### config.mk
export PLATFORM = sky130hd
export DESIGN_NAME = gse_front_flat
export DESIGN_NICKNAME = d
export VERILOG_FILES = /design/src/rtl/gse_pkg.sv /design/src/rtl/gse_stream_if.sv /design/src/rtl/gse_front.sv /design/src/flat_wrapper.sv
export SDC_FILE = /design/constraint.sdc
export NUM_CORES = 1
export LEC_CHECK = 0
export ABC_AREA = 1
export BUFFER_PORTS_ARGS = -buffer_cell sky130_fd_sc_hd__clkbuf_2
export CORE_ASPECT_RATIO = 1.75
export CORE_MARGIN = 8
export CORE_UTILIZATION = 51
export DETAILED_ROUTE_END_ITERATION = 16
export PLACE_DENSITY_LB_ADDON = 0.05
export SLEW_MARGIN = 15
export SYNTH_ARGS = -nofsm -noshare
export SYNTH_HDL_FRONTEND = slang
export SYNTH_SLANG_ARGS = --single-unit
### constraint.sdc
create_clock -name clk_i -period 6.22 [get_ports clk_i]
set_input_delay 0.311 -clock clk_i [delete_from_list [all_inputs] [get_ports clk_i]]
set_output_delay 0.311 -clock clk_i [all_outputs]
set_load 0.01 [all_outputs]
### src/rtl/gse_pkg.sv
package gse_pkg;

  // geometry
  localparam int unsigned MAX_WIDTH = 2048;
  localparam int unsigned COL_W     = $clog2(MAX_WIDTH);
  localparam int unsigned CFG_W     = 12;
  localparam int unsigned WEFF_W    = ($clog2(MAX_WIDTH + 1) > CFG_W) ?
                                      $clog2(MAX_WIDTH + 1) : CFG_W;
  localparam int unsigned MIN_DIM   = 3;
  localparam int unsigned WIN_EDGE  = 2;

  localparam logic [CFG_W-1:0] WIDTH_RST  = CFG_W'(640);
  localparam logic [CFG_W-1:0] HEIGHT_RST = CFG_W'(480);

  // pixel and gray conversion
  localparam int unsigned PIX_W   = 8;
  localparam int unsigned SUM_W   = 2 * PIX_W;
  localparam logic [PIX_W-1:0] COEF_B = PIX_W'(19);
  localparam logic [PIX_W-1:0] COEF_G = PIX_W'(183);
  localparam logic [PIX_W-1:0] COEF_R = PIX_W'(54);

  // one side of a gradient, up to four pixel weights
  localparam int unsigned ACC_W   = PIX_W + 2;

  // queue between front and back
  localparam int unsigned QDEPTH = 4;
  localparam int unsigned QPTR_W = $clog2(QDEPTH);

  // configuration port
  localparam int unsigned APB_AW = 3;
  localparam int unsigned APB_DW = 32;

  typedef enum logic [0:0] {
    REG_FRAME_WIDTH  = 1'b0,
    REG_FRAME_HEIGHT = 1'b1
  } reg_idx_e;

  typedef struct packed {
    logic [CFG_W-1:0] width;
    logic [CFG_W-1:0] height;
  } geom_t;

  typedef struct packed {
    logic [PIX_W-1:0] gray;
    logic [COL_W-1:0] col;
    logic             prod;
    logic             eof;
  } q_entry_t;

endpackage

### src/rtl/gse_stream_if.sv
interface gse_pix_if;
  logic       valid;
  logic       ready;
  logic [7:0] blue;
  logic [7:0] green;
  logic [7:0] red;

  modport source (output valid, output blue, output green, output red, input ready);
  modport sink   (input valid, input blue, input green, input red, output ready);
endinterface


### src/rtl/gse_front.sv
module gse_front (
  input  logic              clk_i,
  input  logic              rst_ni,
  gse_pix_if.sink           pix_i,
  input  gse_pkg::geom_t    geom_i,
  input  logic              full_i,
  output logic              push_o,
  output gse_pkg::q_entry_t entry_o
);
  import gse_pkg::*;

  logic [COL_W-1:0]  col_q, col_d;
  logic [CFG_W-1:0]  row_q, row_d;
  logic [WEFF_W-1:0] w_raw, w_eff, c_ext;
  logic [CFG_W-1:0]  h_eff;
  logic [WEFF_W:0]   c_nxt;
  logic [CFG_W:0]    r_nxt;
  logic              col_wrap, row_wrap, accept;
  logic [SUM_W-1:0]  gray_sum;

  assign pix_i.ready = !full_i;
  assign accept      = pix_i.valid && pix_i.ready;
  assign push_o      = accept;

  // effective frame size
  always_comb begin
    w_raw = WEFF_W'(geom_i.width);
    if (w_raw < WEFF_W'(MIN_DIM)) begin
      w_eff = WEFF_W'(MIN_DIM);
    end else if (w_raw > WEFF_W'(MAX_WIDTH)) begin
      w_eff = WEFF_W'(MAX_WIDTH);
    end else begin
      w_eff = w_raw;
    end
    if (geom_i.height < CFG_W'(MIN_DIM)) begin
      h_eff = CFG_W'(MIN_DIM);
    end else begin
      h_eff = geom_i.height;
    end
  end

  assign c_ext    = WEFF_W'(col_q);
  assign c_nxt    = {1'b0, c_ext} + (WEFF_W+1)'(1);
  assign r_nxt    = {1'b0, row_q} + (CFG_W+1)'(1);
  assign col_wrap = c_nxt >= {1'b0, w_eff};
  assign row_wrap = r_nxt >= {1'b0, h_eff};

  assign gray_sum = SUM_W'(COEF_B) * SUM_W'(pix_i.blue)
                  + SUM_W'(COEF_G) * SUM_W'(pix_i.green)
                  + SUM_W'(COEF_R) * SUM_W'(pix_i.red);

  always_comb begin
    entry_o.gray = gray_sum[SUM_W-1 -: PIX_W];
    entry_o.col  = col_q;
    // interior window, inside the current bounds
    entry_o.prod = (c_ext < w_eff) && (row_q < h_eff) &&
                   (c_ext >= WEFF_W'(WIN_EDGE)) && (row_q >= CFG_W'(WIN_EDGE));
    entry_o.eof  = (c_nxt == {1'b0, w_eff}) && (r_nxt == {1'b0, h_eff});
  end

  always_comb begin
    col_d = col_q;
    row_d = row_q;
    if (accept) begin
      if (col_wrap) begin
        col_d = '0;
        row_d = row_wrap ? '0 : r_nxt[CFG_W-1:0];
      end else begin
        col_d = c_nxt[COL_W-1:0];
      end
    end
  end

  always_ff @(posedge clk_i or negedge rst_ni) begin
    if (!rst_ni) begin
      col_q <= '0;
      row_q <= '0;
    end else begin
      col_q <= col_d;
      row_q <= row_d;
    end
  end

endmodule

### src/flat_wrapper.sv
// flat-port wrapper written by rule: the top's interface ports become plain ports
module gse_front_flat import gse_pkg::*;
  (clk_i, rst_ni, geom_i, full_i, push_o, entry_o, pix_i_valid, pix_i_blue, pix_i_green, pix_i_red, pix_i_ready);
  gse_pix_if pix_i_i ();
  input  logic clk_i;
  input  logic rst_ni;
  input  gse_pkg::geom_t geom_i;
  input  logic full_i;
  output logic push_o;
  output gse_pkg::q_entry_t entry_o;
  input wire logic [$bits(pix_i_i.valid)-1:0] pix_i_valid;
  input wire logic [$bits(pix_i_i.blue)-1:0] pix_i_blue;
  input wire logic [$bits(pix_i_i.green)-1:0] pix_i_green;
  input wire logic [$bits(pix_i_i.red)-1:0] pix_i_red;
  output wire logic [$bits(pix_i_i.ready)-1:0] pix_i_ready;
  assign pix_i_i.valid = pix_i_valid;
  assign pix_i_i.blue = pix_i_blue;
  assign pix_i_i.green = pix_i_green;
  assign pix_i_i.red = pix_i_red;
  assign pix_i_ready = pix_i_i.ready;
  gse_front u_core (.clk_i(clk_i), .rst_ni(rst_ni), .pix_i(pix_i_i), .geom_i(geom_i), .full_i(full_i), .push_o(push_o), .entry_o(entry_o));
endmodule
==> impl_metrics.env <==
export IMPL_nFillCells=1249
export IMPL_drv_cap=0
export IMPL_num_vias=5465
export IMPL_drive_above_1_share=0.106
export IMPL_rows=54
export IMPL_cts_buffer_depth=2
export IMPL_synth_nets=1082
export IMPL_synth_warnings=0
export IMPL_synth_edf_count=0
export IMPL_cts_sinks=23
export IMPL_multiInputGateArea_um2=4990
export IMPL_vias_per_cell=5.10
export IMPL_outcome="complete, no violations"
export IMPL_seqCellArea_um2=576
export IMPL_wirelength_um=15900
export IMPL_diodes=0
export IMPL_ys_seq_area_frac=0.0912
export IMPL_synthTopCellsByCount="185 x inv_1, 163 x nand2_1, 137 x ha_1"
export IMPL_grt_pass1_wl_um=26700
export IMPL_finalCriticalPeriod_ns=5.18
export IMPL_ctsResizeCount=0
export IMPL_maxSlewViolCount=0
export IMPL_dp_hpwl_um=14400
export IMPL_die_area_um2=16300
export IMPL_grt_overflow_total=0
export IMPL_tns_ns=0
export IMPL_routabilityCongestion=0.975
export IMPL_htree_levels=1
export IMPL_endpoint_kind="output pin"
export IMPL_yosysTopAreaCell="ha_1"
export IMPL_setup_viol=0
export IMPL_holdBufCountCts=0
export IMPL_grt_max_degree=25
export IMPL_synth_cell_types=39
export IMPL_ant_nets=0
export IMPL_area_growth_pct=9.63
export IMPL_drc_errors=0
export IMPL_cp_max_fo=4
export IMPL_cts_tree="done"
export IMPL_async_reset_ff_frac=1.00
export IMPL_start_util=0.513
export IMPL_ys_ff_latch=23
export IMPL_ios=75
export IMPL_first_pass_iters=4
export IMPL_yosys_area_top_type_share=0.272
export IMPL_die_w_um=100
export IMPL_critPathLaunchType="primary input"
export IMPL_avgSynthCellArea_um2=7.58
export IMPL_hold_viol=0
export IMPL_grt_pass1_vias=5817
export IMPL_syn_cell_area_um2=6310
export IMPL_arrival_ns=4.87
export IMPL_worst_slew_margin_rel=0.502
export IMPL_ys_flop_type="dfrtp_1"
export IMPL_clkLatencyLatePin_ns=0.26
export IMPL_post_cts_setup_buffer_count=0
export IMPL_fin_area_um2=6920
export IMPL_placed_cell_area_um2=6840
export IMPL_clk_pin_slew_ns=0.06
export IMPL_fin_nets=1154
export IMPL_rsz0062_at_grt="false"
export IMPL_worst_slew_pin_slew_ns=0.745
export IMPL_antenna_found_initial=0
export IMPL_drt_iter0_drc=131
export IMPL_fin_crit_sh=0.832
export IMPL_numCtsBuffers=3
export IMPL_die_height_um=163
export IMPL_holdCritPathClass="primary input to async pin"
export IMPL_fin_skew_ns=0.00160
export IMPL_wl_per_cell_um=14.8
export IMPL_io_buffers=74
export IMPL_cp_required_ns=5.91
export IMPL_core_area_um2=12300
export IMPL_cts_root_buf="clkbuf_16"
export IMPL_syn_inst=833
export IMPL_netlist_top_cells_area="ha_1 27%, fa_1 19%, inv_1 11%"
export IMPL_fmax_mhz=193
export IMPL_grt_total_usage=0.203
export IMPL_synth_most_common_cell="inv_1"
export IMPL_critPathKind="primary input to output pin"
-- sequential cells by signal, summed over array words and instances, names as in the netlist --
signal and flops:
u_core.row_q 12, u_core.col_q 11
-- metal layers --
metal,part of all wire,vias up,global-route usage
met4,0.035,0,0.0740
met2,0.59,91,0.428
met1,0.35,2547,0.193
met3,0.021,28,0.0137
met5,0,-,0
li1,-,2799,-
-- layout by cell type, fill, tap and decap left out, drive strengths merged, types with 7 or more instances in the layout --
| master | synthesis | routed |
|---|---|---|
| inv | 186 | 186 |
| nand2 | 164 | 164 |
| ha | 137 | 137 |
| clkbuf | 1 | 77 |
| fa | 60 | 60 |
| nand3 | 54 | 54 |
| nor2 | 50 | 50 |
| a21oi | 37 | 37 |
| o21ai | 33 | 33 |
| dfrtp | 23 | 23 |
| xor2 | 18 | 18 |
| nor3 | 14 | 14 |
| xnor2 | 11 | 11 |
| nand4 | 9 | 9 |
| o21bai | 7 | 7 |
-- cells by family (layout without fill, tap and decap cells) --
| logic type | Yosys count | count (layout) | synth area share |
|---|---|---|---|
| and+or+nand+nor | 304 | 304 | 0.208 |
| adders and majority gates | 197 | 197 | 0.462 |
| buffers and inverters | 193 | 264 | 0.119 |
| AOI/OAI and AO/OA | 87 | 87 | 0.0799 |
| xor gates and xnor gates | 29 | 29 | 0.0402 |
| DFF | 23 | 23 | 0.0912 |
-- critical path, cell delays in order --
cell      delay, ns
clkbuf_2       0.13
fa_1           0.54
inv_1          0.05
fa_1           0.49
inv_1          0.06
fa_1           0.44
fa_1           0.51
fa_1           0.54
fa_1           0.50
ha_1           0.36
nand2_1        0.12
nor2_1         0.15
nand3_1        0.10
nand3_1        0.13
nand2_1        0.08
nand2_1        0.06
nand2_1        0.05
nand2_1        0.11
clkbuf_2       0.14
-- per-stage QoR --
step	util	instances	hold slack (ns)	worst slack, ns
5_1_grt	0.563	1072	0.0919	0.719
3_5_place_dp	0.556	1068	0.347	1.01
3_3_place_gp	0.556	1068	0.337	1.05
6_report	0.563	1072	0.0404	1.04
2_1_floorplan	-	833	0.0154	1.53
4_1_cts	0.563	1072	0.0701	1.01
-- area by class of cell --
class,count,share of cell area
Clock buffer,3,0.0108
Clock inverter,1,0.000723
Inverter,186,0.101
Multi-Input combinational cell,617,0.721
Sequential cell,23,0.0832
Tap cell,168,0.0304
Timing Repair Buffer,74,0.0535
-- path summary, 6_finish.rpt --
kind	start	end	slack (ns)	depth (start not counted)
worst max-delay path	pix_i_green[5]	entry_o[20]	1.04	19
max in group asynchronous	rst_ni	u_core.col_q[2]	5.79	1
min in group clk_i	pix_i_valid	u_core.col_q[9]	0.34	4
worst max register to register	u_core.col_q[1]	u_core.col_q[6]	3.04	18
worst min register to register	u_core.row_q[0]	u_core.row_q[0]	0.59	2
worst min-delay path	rst_ni	u_core.col_q[10]	0.04	1
Power is left out: the tool's default activity adds up to more than one toggle a clock period on the data nets, which glitch-free logic cannot reach.
