<file path="src/rtl/gse_pkg.sv">
package gse_pkg;

  // geometry
  localparam int unsigned MAX_WIDTH = 2048;
  localparam int unsigned COL_W     = $clog2(MAX_WIDTH);
  localparam int unsigned CFG_W     = 12;
  localparam int unsigned WEFF_W    = ($clog2(MAX_WIDTH + 1) > CFG_W) ?
                                      $clog2(MAX_WIDTH + 1) : CFG_W;
  localparam int unsigned MIN_DIM   = 3;
  localparam int unsigned WIN_EDGE  = 2;

  localparam logic [CFG_W-1:0] WIDTH_RST  = CFG_W'(640);
  localparam logic [CFG_W-1:0] HEIGHT_RST = CFG_W'(480);

  // pixel and gray conversion
  localparam int unsigned PIX_W   = 8;
  localparam int unsigned SUM_W   = 2 * PIX_W;
  localparam logic [PIX_W-1:0] COEF_B = PIX_W'(19);
  localparam logic [PIX_W-1:0] COEF_G = PIX_W'(183);
  localparam logic [PIX_W-1:0] COEF_R = PIX_W'(54);

  // one side of a gradient, up to four pixel weights
  localparam int unsigned ACC_W   = PIX_W + 2;

  // queue between front and back
  localparam int unsigned QDEPTH = 4;
  localparam int unsigned QPTR_W = $clog2(QDEPTH);

  // configuration port
  localparam int unsigned APB_AW = 3;
  localparam int unsigned APB_DW = 32;

  typedef enum logic [0:0] {
    REG_FRAME_WIDTH  = 1'b0,
    REG_FRAME_HEIGHT = 1'b1
  } reg_idx_e;

  typedef struct packed {
    logic [CFG_W-1:0] width;
    logic [CFG_W-1:0] height;
  } geom_t;

  typedef struct packed {
    logic [PIX_W-1:0] gray;
    logic [COL_W-1:0] col;
    logic             prod;
    logic             eof;
  } q_entry_t;

endpackage

</file>
<file path="src/rtl/gse_fifo.sv">
module gse_fifo (
  input  logic              clk_i,
  input  logic              rst_ni,
  input  logic              push_i,
  input  gse_pkg::q_entry_t entry_i,
  input  logic              pop_i,
  output logic              full_o,
  output logic              valid_o,
  output gse_pkg::q_entry_t head_o
);
  import gse_pkg::*;

  q_entry_t            slots_q [QDEPTH];
  logic [QPTR_W-1:0]   wr_q, wr_d, rd_q, rd_d;
  logic [QPTR_W:0]     cnt_q, cnt_d;
  logic                do_push, do_pop;

  assign full_o  = cnt_q == (QPTR_W+1)'(QDEPTH);
  assign valid_o = cnt_q != '0;
  assign head_o  = slots_q[rd_q];
  assign do_push = push_i && !full_o;
  assign do_pop  = pop_i && valid_o;

  always_comb begin
    wr_d  = do_push ? wr_q + QPTR_W'(1) : wr_q;
    rd_d  = do_pop  ? rd_q + QPTR_W'(1) : rd_q;
    cnt_d = cnt_q + (QPTR_W+1)'(do_push) - (QPTR_W+1)'(do_pop);
  end

  always_ff @(posedge clk_i) begin
    if (do_push) begin
      slots_q[wr_q] <= entry_i;
    end
  end

  always_ff @(posedge clk_i or negedge rst_ni) begin
    if (!rst_ni) begin
      wr_q  <= '0;
      rd_q  <= '0;
      cnt_q <= '0;
    end else begin
      wr_q  <= wr_d;
      rd_q  <= rd_d;
      cnt_q <= cnt_d;
    end
  end

endmodule

</file>
<file path="config.mk">
export PLATFORM = sky130hd
export DESIGN_NAME = gse_fifo
export DESIGN_NICKNAME = d
export VERILOG_FILES = /design/src/rtl/gse_pkg.sv /design/src/rtl/gse_fifo.sv
export SDC_FILE = /design/constraint.sdc
export NUM_CORES = 1
export LEC_CHECK = 0
export BUFFER_PORTS_ARGS = -buffer_cell sky130_fd_sc_hd__buf_2
export CAP_MARGIN = 20
export CELL_PAD_IN_SITES_DETAIL_PLACEMENT = 1
export CELL_PAD_IN_SITES_GLOBAL_PLACEMENT = 2
export CORE_AREA = 4 4 95 97
export CTS_CLUSTER_SIZE = 40
export DETAILED_ROUTE_END_ITERATION = 8
export DIE_AREA = 0 0 99 101
export PLACE_DENSITY_LB_ADDON = 0.1
export SLEW_MARGIN = 20
export SYNTH_ARGS = -nofsm -noshare
export SYNTH_HDL_FRONTEND = slang
export SYNTH_SLANG_ARGS = --single-unit
</file>
<file path="constraint.sdc">
create_clock -name clk_i -period 2.9 [get_ports clk_i]
set_input_delay 0.145 -clock clk_i [delete_from_list [all_inputs] [get_ports clk_i]]
set_output_delay 0.145 -clock clk_i [all_outputs]
set_load 0.05 [all_outputs]
</file>
==> results of run 1 <==
## per-stage QoR
stage                     setup slack, ps  std cells
after floorplan                       772        151
after global placement                719        301
after detailed placement              589        303
after CTS                             581        328
after global routing                  456        329
final                                 585        329
## worst min path at each step
stage / endpoint / from / cells after the start / slack, ps
global placement: cnt_q[2]$_DFF_PN0_ / rst_ni / 1 / -5
detailed placement: cnt_q[2]$_DFF_PN0_ / rst_ni / 1 / -6
CTS: slots_q[2][13]$_DFFE_PP_ / entry_i[13] / 1 / 0.04
floorplan: cnt_q[0]$_DFF_PN0_ / rst_ni / 0 / -150
global route: slots_q[2][3]$_DFFE_PP_ / entry_i[3] / 1 / 0.1
finish: slots_q[1][0]$_DFFE_PP_ / entry_i[0] / 1 / 20
## placed cells by master, fill, tap and decap left out
cell,Yosys,final
edfxtp_1,84,84
buf_2,2,47
mux4_2,18,18
dlygate4sd3_1,0,11
clkbuf_8,0,9
dfrtp_1,7,7
ha_1,6,6
inv_1,5,5
mux4_1,3,3
xnor2_1,3,3
nand2b_1,3,3
buf_4,0,3
nand2_1,2,2
and3_2,0,2
and3_1,4,2
nand4bb_1,2,2
o211ai_1,2,2
clkinvlp_4,0,2
buf_8,0,2
o31a_1,1,1
or3b_4,1,1
inv_2,1,1
or3_1,1,1
xor2_1,1,1
o311ai_0,1,1
fa_1,1,1
bufinv_16,0,1
clkinv_1,0,1
clkinv_4,0,1
inv_6,0,1
## state kept, by name, summed over array words and instances, names as in the netlist
name and count:
slots_q 84, wr_q 2, rd_q 2, cnt_q 3
## per-layer routing
layer,routed length [µm],track usage (%)
met4,89,5.36
met2,3500,24.3
met5,0,0
met1,2640,17.5
met3,242,3.74
## final cells by class
cell class | instances | area [µm²] | share of cell area [%]
well taps | 105 | 131 | 3.14
multi-input cells | 49 | 741 | 17.7
clock buffers | 9 | 124 | 2.96
repair buffers | 63 | 398 | 9.52
flip-flops and latches | 91 | 2700 | 64.5
clock inverters | 6 | 66.3 | 1.59
inverters | 6 | 22.5 | 0.539
## worst max-delay path, cell delays in order, from the launching register on
cell and delay [ps]:
dfrtp_1 480, or3b_4 460, nand2_1 110, ha_1 240, inv_1 60, ha_1 130, inv_1 50, fa_1 370
xnor2_1 190, xnor2_1 140
## cells by family after synthesis
kind of cell | count (synthesis) | share of synthesized area (%)
compound gates | 4 | 0.924
buf+inv | 11 | 2.38
mux | 21 | 13.8
xor+xnor | 4 | 0.996
fa+ha+maj | 7 | 2.70
simple gates | 13 | 2.60
flops | 91 | 76.6
## Yosys cell counts (all sizes together)
library cell | n | share of area [%]
ha | 6 | 2.1
or3b | 1 | 0.32
edfxtp | 84 | 72
inv | 6 | 0.64
o311ai | 1 | 0.25
xnor2 | 3 | 0.75
buf | 5 | 1.7
fa | 1 | 0.57
o211ai | 2 | 0.43
or3 | 1 | 0.18
mux4 | 21 | 14
o31a | 1 | 0.25
dfrtp | 7 | 5.0
and3 | 4 | 0.71
nand2b | 3 | 0.53
nand4bb | 2 | 0.64
nand2 | 2 | 0.21
xor2 | 1 | 0.25
## power groups by stage
stage          Clock [mW]  Sequential [mW]  Combinational, mW
2_1_floorplan           0             1.85               1.57
3_3_place_gp            0             1.92               1.86
3_5_place_dp            0             1.95               1.91
4_1_cts             0.849             1.92               1.93
5_1_grt             0.922             1.94               2.01
6_report            0.822             1.91               1.89
## timing repair
action / CTS / global route
setup buffers: 0 / 0
endpoints found under the hold margin: 41 / 1
hold buffers: 10 / 1
==> metrics.md, run 1 <==
| Metric | Value |
|---|---|
| Fin crit share | 79.8% |
| Critical-path maximum fanout | 8 |
| CTS tree | built |
| Clock latency at the later pin of the worst-skew pair | 350 ps |
| Final core occ | 51.4% |
| Worst Hold Class | in -> reg |
| Post-Route WL | 6470 µm |
| Die width | 99 µm |
| Worst R2R Setup Slack | 580 ps |
| Fillers | approximately 730 |
| Hpwl dp | 4330 µm |
| Psw | 1.86 mW |
| Nets | between 200 and 300 |
| Antenna-violating nets left | 0 |
| Synthesis-to-finish area growth | 18.8% |
| Power Dens Cells | 1110 nW/µm² |
| Pins Over Slew Limit | 0 |
| Routed wire per std cell | roughly 20 µm |
| Routed via count | 1684 |
| Initial antenna violation count | 0 |
| Syn Nets | 183 |
| WS Path Type | reg -> reg |
| Maximum vdd ir drop | 0.564 mV |
| RR Endpoint | cnt_q[2]$_DFF_PN0_ |
| TritonRoute pass-1 iters | 4 |
| Synthesized cell area | 3520 µm² |
| CTS buffer count | 9 |
| R2R depth | 9 |
| Share of cells above drive strength 1 | 39.3% |
| Sum Neg Setup Slack | 0 ps |
| Post-route cell area | 4180 µm² |
| Endpoint class of the critical path | register |
| Arrival time worst endpoint | ~2600 ps |
| H-Tree Depth | 3 |
| Final setup violation count | 0 |
| Setup crit end | cnt_q[2]$_DFF_PN0_ |
| Clock root buffer | clkbuf_8 |
| Fmax | 0.432 GHz |
| Max-slew headroom | 51.4% |
| Vias/cell | a little over 5 |
| Port Buf Inserts | 47 |
| Worst hold slack | 15.0 ps |
| Clock transition at path regs | around 90 ps |
| Critical path startpoint category | register |
| Avg Inst Size Synth | 23.3 µm² |
| GRT overflow | 0 |
| Required time worst endpoint | roughly 3200 ps |
| Worst slew pin tran | 729 ps |
| Placed Area | 3880 µm² |
| Clock Skews | a little under 9 ps |
| Clk pwr share | between 10% and 20% |
| Initial core utilization | 43.3% |
| Synthesized flop and latch total | 91 |
| Post-route DRC | 0 |
| Combinational share of power | 40.9% |
| Outcome | complete, no violations |
| Vias in the first global route | 1942 |
| Synth Warn # | 0 |
| Final GP Congestion | 0.714 |
| Leakage power | 1.49 nW |
| I/O pin count | 48 |
| Total power | 4.62 mW |
| Antenna diodes | 0 |
| Gate Count Post-Synth | between 150 and 200 |
| MaxCap Viol Count | 0 |
| Initial DRC Count | 87 |
| Seq/Total Area, Yosys | between 70% and 80% |
| Unique masters post-synth | 22 |
| Largest net degree at the start of global routing | 22 |
| Chip height | a little over 100 µm |
| Post_cts resized | 0 |
| Die area | 10000 µm² |
| Crit path from | cnt_q[1]$_DFF_PN0_ |
| Hold Violations, Final | 0 |
| Switching portion of total power | 40.2% |
| Row count | 33 |
| First-pass GRT wire length | 10400 µm |
| Sequential power share | 41.3% |
| Clock period minus worst slack | 2320 ps |
| P_int | ~2.8 mW |
| Clk sinks | 91 |
| Clk buf depth | 2 |
| Tot GR Track Use | between 10% and 20% |
| RR Startpoint | cnt_q[1]$_DFF_PN0_ |
| Unrepaired setup endpoints after global routing | no |
| Core Area | 8130 µm² |
Note: power is estimated with default switching activity, not from simulation.
==> inputs of run 2 (changes only) <==
--- a/config.mk
+++ b/config.mk
@@ -9,10 +9,10 @@
 export CAP_MARGIN = 20
 export CELL_PAD_IN_SITES_DETAIL_PLACEMENT = 1
 export CELL_PAD_IN_SITES_GLOBAL_PLACEMENT = 2
-export CORE_AREA = 4 4 95 97
+export CORE_AREA = 4 4 99 101
 export CTS_CLUSTER_SIZE = 40
 export DETAILED_ROUTE_END_ITERATION = 8
-export DIE_AREA = 0 0 99 101
+export DIE_AREA = 0 0 103 105
 export PLACE_DENSITY_LB_ADDON = 0.1
 export SLEW_MARGIN = 20
 export SYNTH_ARGS = -nofsm -noshare
==> constraint.sdc (replaced) <==
create_clock -name clk_i -period 1.99 [get_ports clk_i]
set_input_delay 0.0995 -clock clk_i [delete_from_list [all_inputs] [get_ports clk_i]]
set_output_delay 0.0995 -clock clk_i [all_outputs]
set_load 0.05 [all_outputs]
==> metrics.md, run 2 (synthesis results as in run 1) <==
| Metric | Value |
|---|---|
| Outcome | finished with violations |
| Failing checks | negative setup slack |
| Cell Chain, Critical Path | or3b_4 > nand2_4 > ha_4 > inv_2 > ha_4 > inv_2 > fa_2 > xnor2_2 > xnor2_1 |
| Max reg flops | 84 |
| Clock latency at the later pin of the worst-skew pair | 350 ps |
| Final setup violation count | 1 |
| I/O pin count | 48 |
| Fin crit share | 102% |
| Pins Over Slew Limit | 0 |
| Initial antenna violation count | 0 |
| Antenna-violating nets left | 0 |
| GRT overflow | 0 |
| Arrival time worst endpoint | about 2300 ps |
| Row count | 35 |
| Synthesis-to-finish area growth | 27.8% |
| Critical path's largest stage delay | 430 ps |
| First-pass GRT wire length | approximately 11000 µm |
| Placed Area | approximately 4000 µm² |
| Highest-delay cell along the critical path | dfrtp_2 |
| CTS buffer count | 9 |
| Fmax | around 0.49 GHz |
| CTS tree | built |
| Cell family with most CP delay | adder cells |
| Biggest regs | slots_q (84), cnt_q (3) |
| Routed wire per std cell | 18.3 µm |
| Maximum vdd ir drop | roughly 0.57 mV |
| Sum Neg Setup Slack | -40.4 ps |
| Setup crit end | cnt_q[2]$_DFF_PN0_ |
| Critical-path maximum fanout | 4 |
| Clock Skews | 7.39 ps |
| Routed via count | 1746 |
| Die width | 103 µm |
| Vias/cell | 4.78 |
| Max-slew headroom | 65.1% |
| Final GP Congestion | 0.692 |
| Power Dens Cells | 1590 nW/µm² |
| Core Area | 9020 µm² |
| Leakage power | 1.64 nW |
| Chip height | 105 µm |
| Post-route DRC | 0 |
| Clock period minus worst slack | roughly 2000 ps |
| CP bufs+invs | 2 |
| Min-delay src | push_i |
| Endpoint class of the critical path | register |
| Nets | approximately 280 |
| Tot GR Track Use | 14.0% |
| Post-route cell area | 4500 µm² |
| Worst R2R Setup Slack | -40 ps |
| Clk sinks | 91 |
| Vias in the first global route | 1992 |
| H-Tree Depth | 3 |
| TritonRoute pass-1 iters | 4 |
| Most common cell after layout, fill and taps aside | edfxtp_1 |
| Crit path from | cnt_q[1]$_DFF_PN0_ |
| RR Endpoint | cnt_q[2]$_DFF_PN0_ |
| Worst hold slack | 113 ps |
| Total power | 7.17 mW |
| Initial DRC Count | 60 |
| Most flops, register | slots_q |
| Initial core utilization | 39.0% |
| Pre-CTS WS | -95.9 ps |
| Critical Path Stages | 9 |
| Critical path startpoint category | register |
| Antenna diodes | 0 |
| Hpwl dp | 4440 µm |
| WS Path Type | reg -> reg |
| Required time worst endpoint | around 2200 ps |
| Share of cells above drive strength 1 | between 40% and 50% |
| Port Buf Inserts | 47 |
| Worst Hold Class | in -> reg |
| Largest net degree at the start of global routing | 18 |
| Unrepaired setup endpoints after global routing | yes |
| MaxCap Viol Count | 0 |
| Worst slew pin tran | between 500 and 600 ps |
| Hold Violations, Final | 0 |
| Clk buf depth | 2 |
| Die area | approximately 11000 µm² |
| Worst Slack Setup Final | -40.4 ps |
| RR Startpoint | cnt_q[1]$_DFF_PN0_ |
| Clock transition at path regs | 90 ps |
| Post-Route WL | 6700 µm |
| R2R depth | 9 |
| Clock root buffer | clkbuf_8 |
| Most frequent cells in the layout | 84 x edfxtp_1, 47 x buf_2, 22 x dlygate4sd3_1 |
-- run 2: cell count changes in the layout (fill, tap and decap cells not counted), moves of 3 or more --
| cell | delta |
|---|---|
| dlygate4sd3_1 | +11 |
| inv_1 | -3 |
| buf_4 | +18 |
| inv_2 | +3 |
-- run 2: worst min path at each step --
stage,endpoint,cells after the start
2_1_floorplan,cnt_q[0]$_DFF_PN0_,0
3_3_place_gp,cnt_q[2]$_DFF_PN0_,1
3_5_place_dp,cnt_q[2]$_DFF_PN0_,1
4_1_cts,wr_q[1]$_DFFE_PN0P_,3
5_1_grt,wr_q[0]$_DFFE_PN0P_,3
6_report,wr_q[1]$_DFFE_PN0P_,3
-- run 2: layout make-up --
class | count | area, µm²
clock inverters | 6 | 73.8
multi-input cells | 49 | 781
inverters | 6 | 22.5
well taps | 111 | 139
flip-flops and latches | 91 | 2700
clock buffers | 10 | 128
repair buffers | 92 | 653
fillers | 830 | 4520
-- run 2: through the flow --
step                      util, %  instances
after floorplan                 -        151
after global placement       44.3        322
after detailed placement     44.3        322
after CTS                    49.8        365
after global routing         49.9        365
final                        49.9        365
-- run 2: per-layer routing --
metal,wire [µm],global-route usage [%]
met1,2710,17.0
met2,3600,23.7
met4,70,4.44
met5,0,0
met3,321,3.94
-- run 2: worst min-delay path, cell delays in order --
cell	delay, ps
buf_2	160
nand2_1	80
o211ai_1	80
-- run 2: what timing repair did --
item                                    in CTS  in global routing
hold buffers                                22                  0
setup buffers                                5                  0
resized for setup                            8                  2
hold endpoints to repair                    91                  0
endpoints found under the setup margin      15                  2
pin swaps                                    0                  2
-- run 2: power breakdown --
| group | leakage [nW] | internal (mW) | switching [mW] | total [mW] |
|---|---|---|---|---|
| clock network | 0.0950 | 0.596 | 0.644 | 1.24 |
| registers | 0.850 | 2.55 | 0.162 | 2.71 |
| logic | 0.693 | 1.19 | 2.03 | 3.22 |
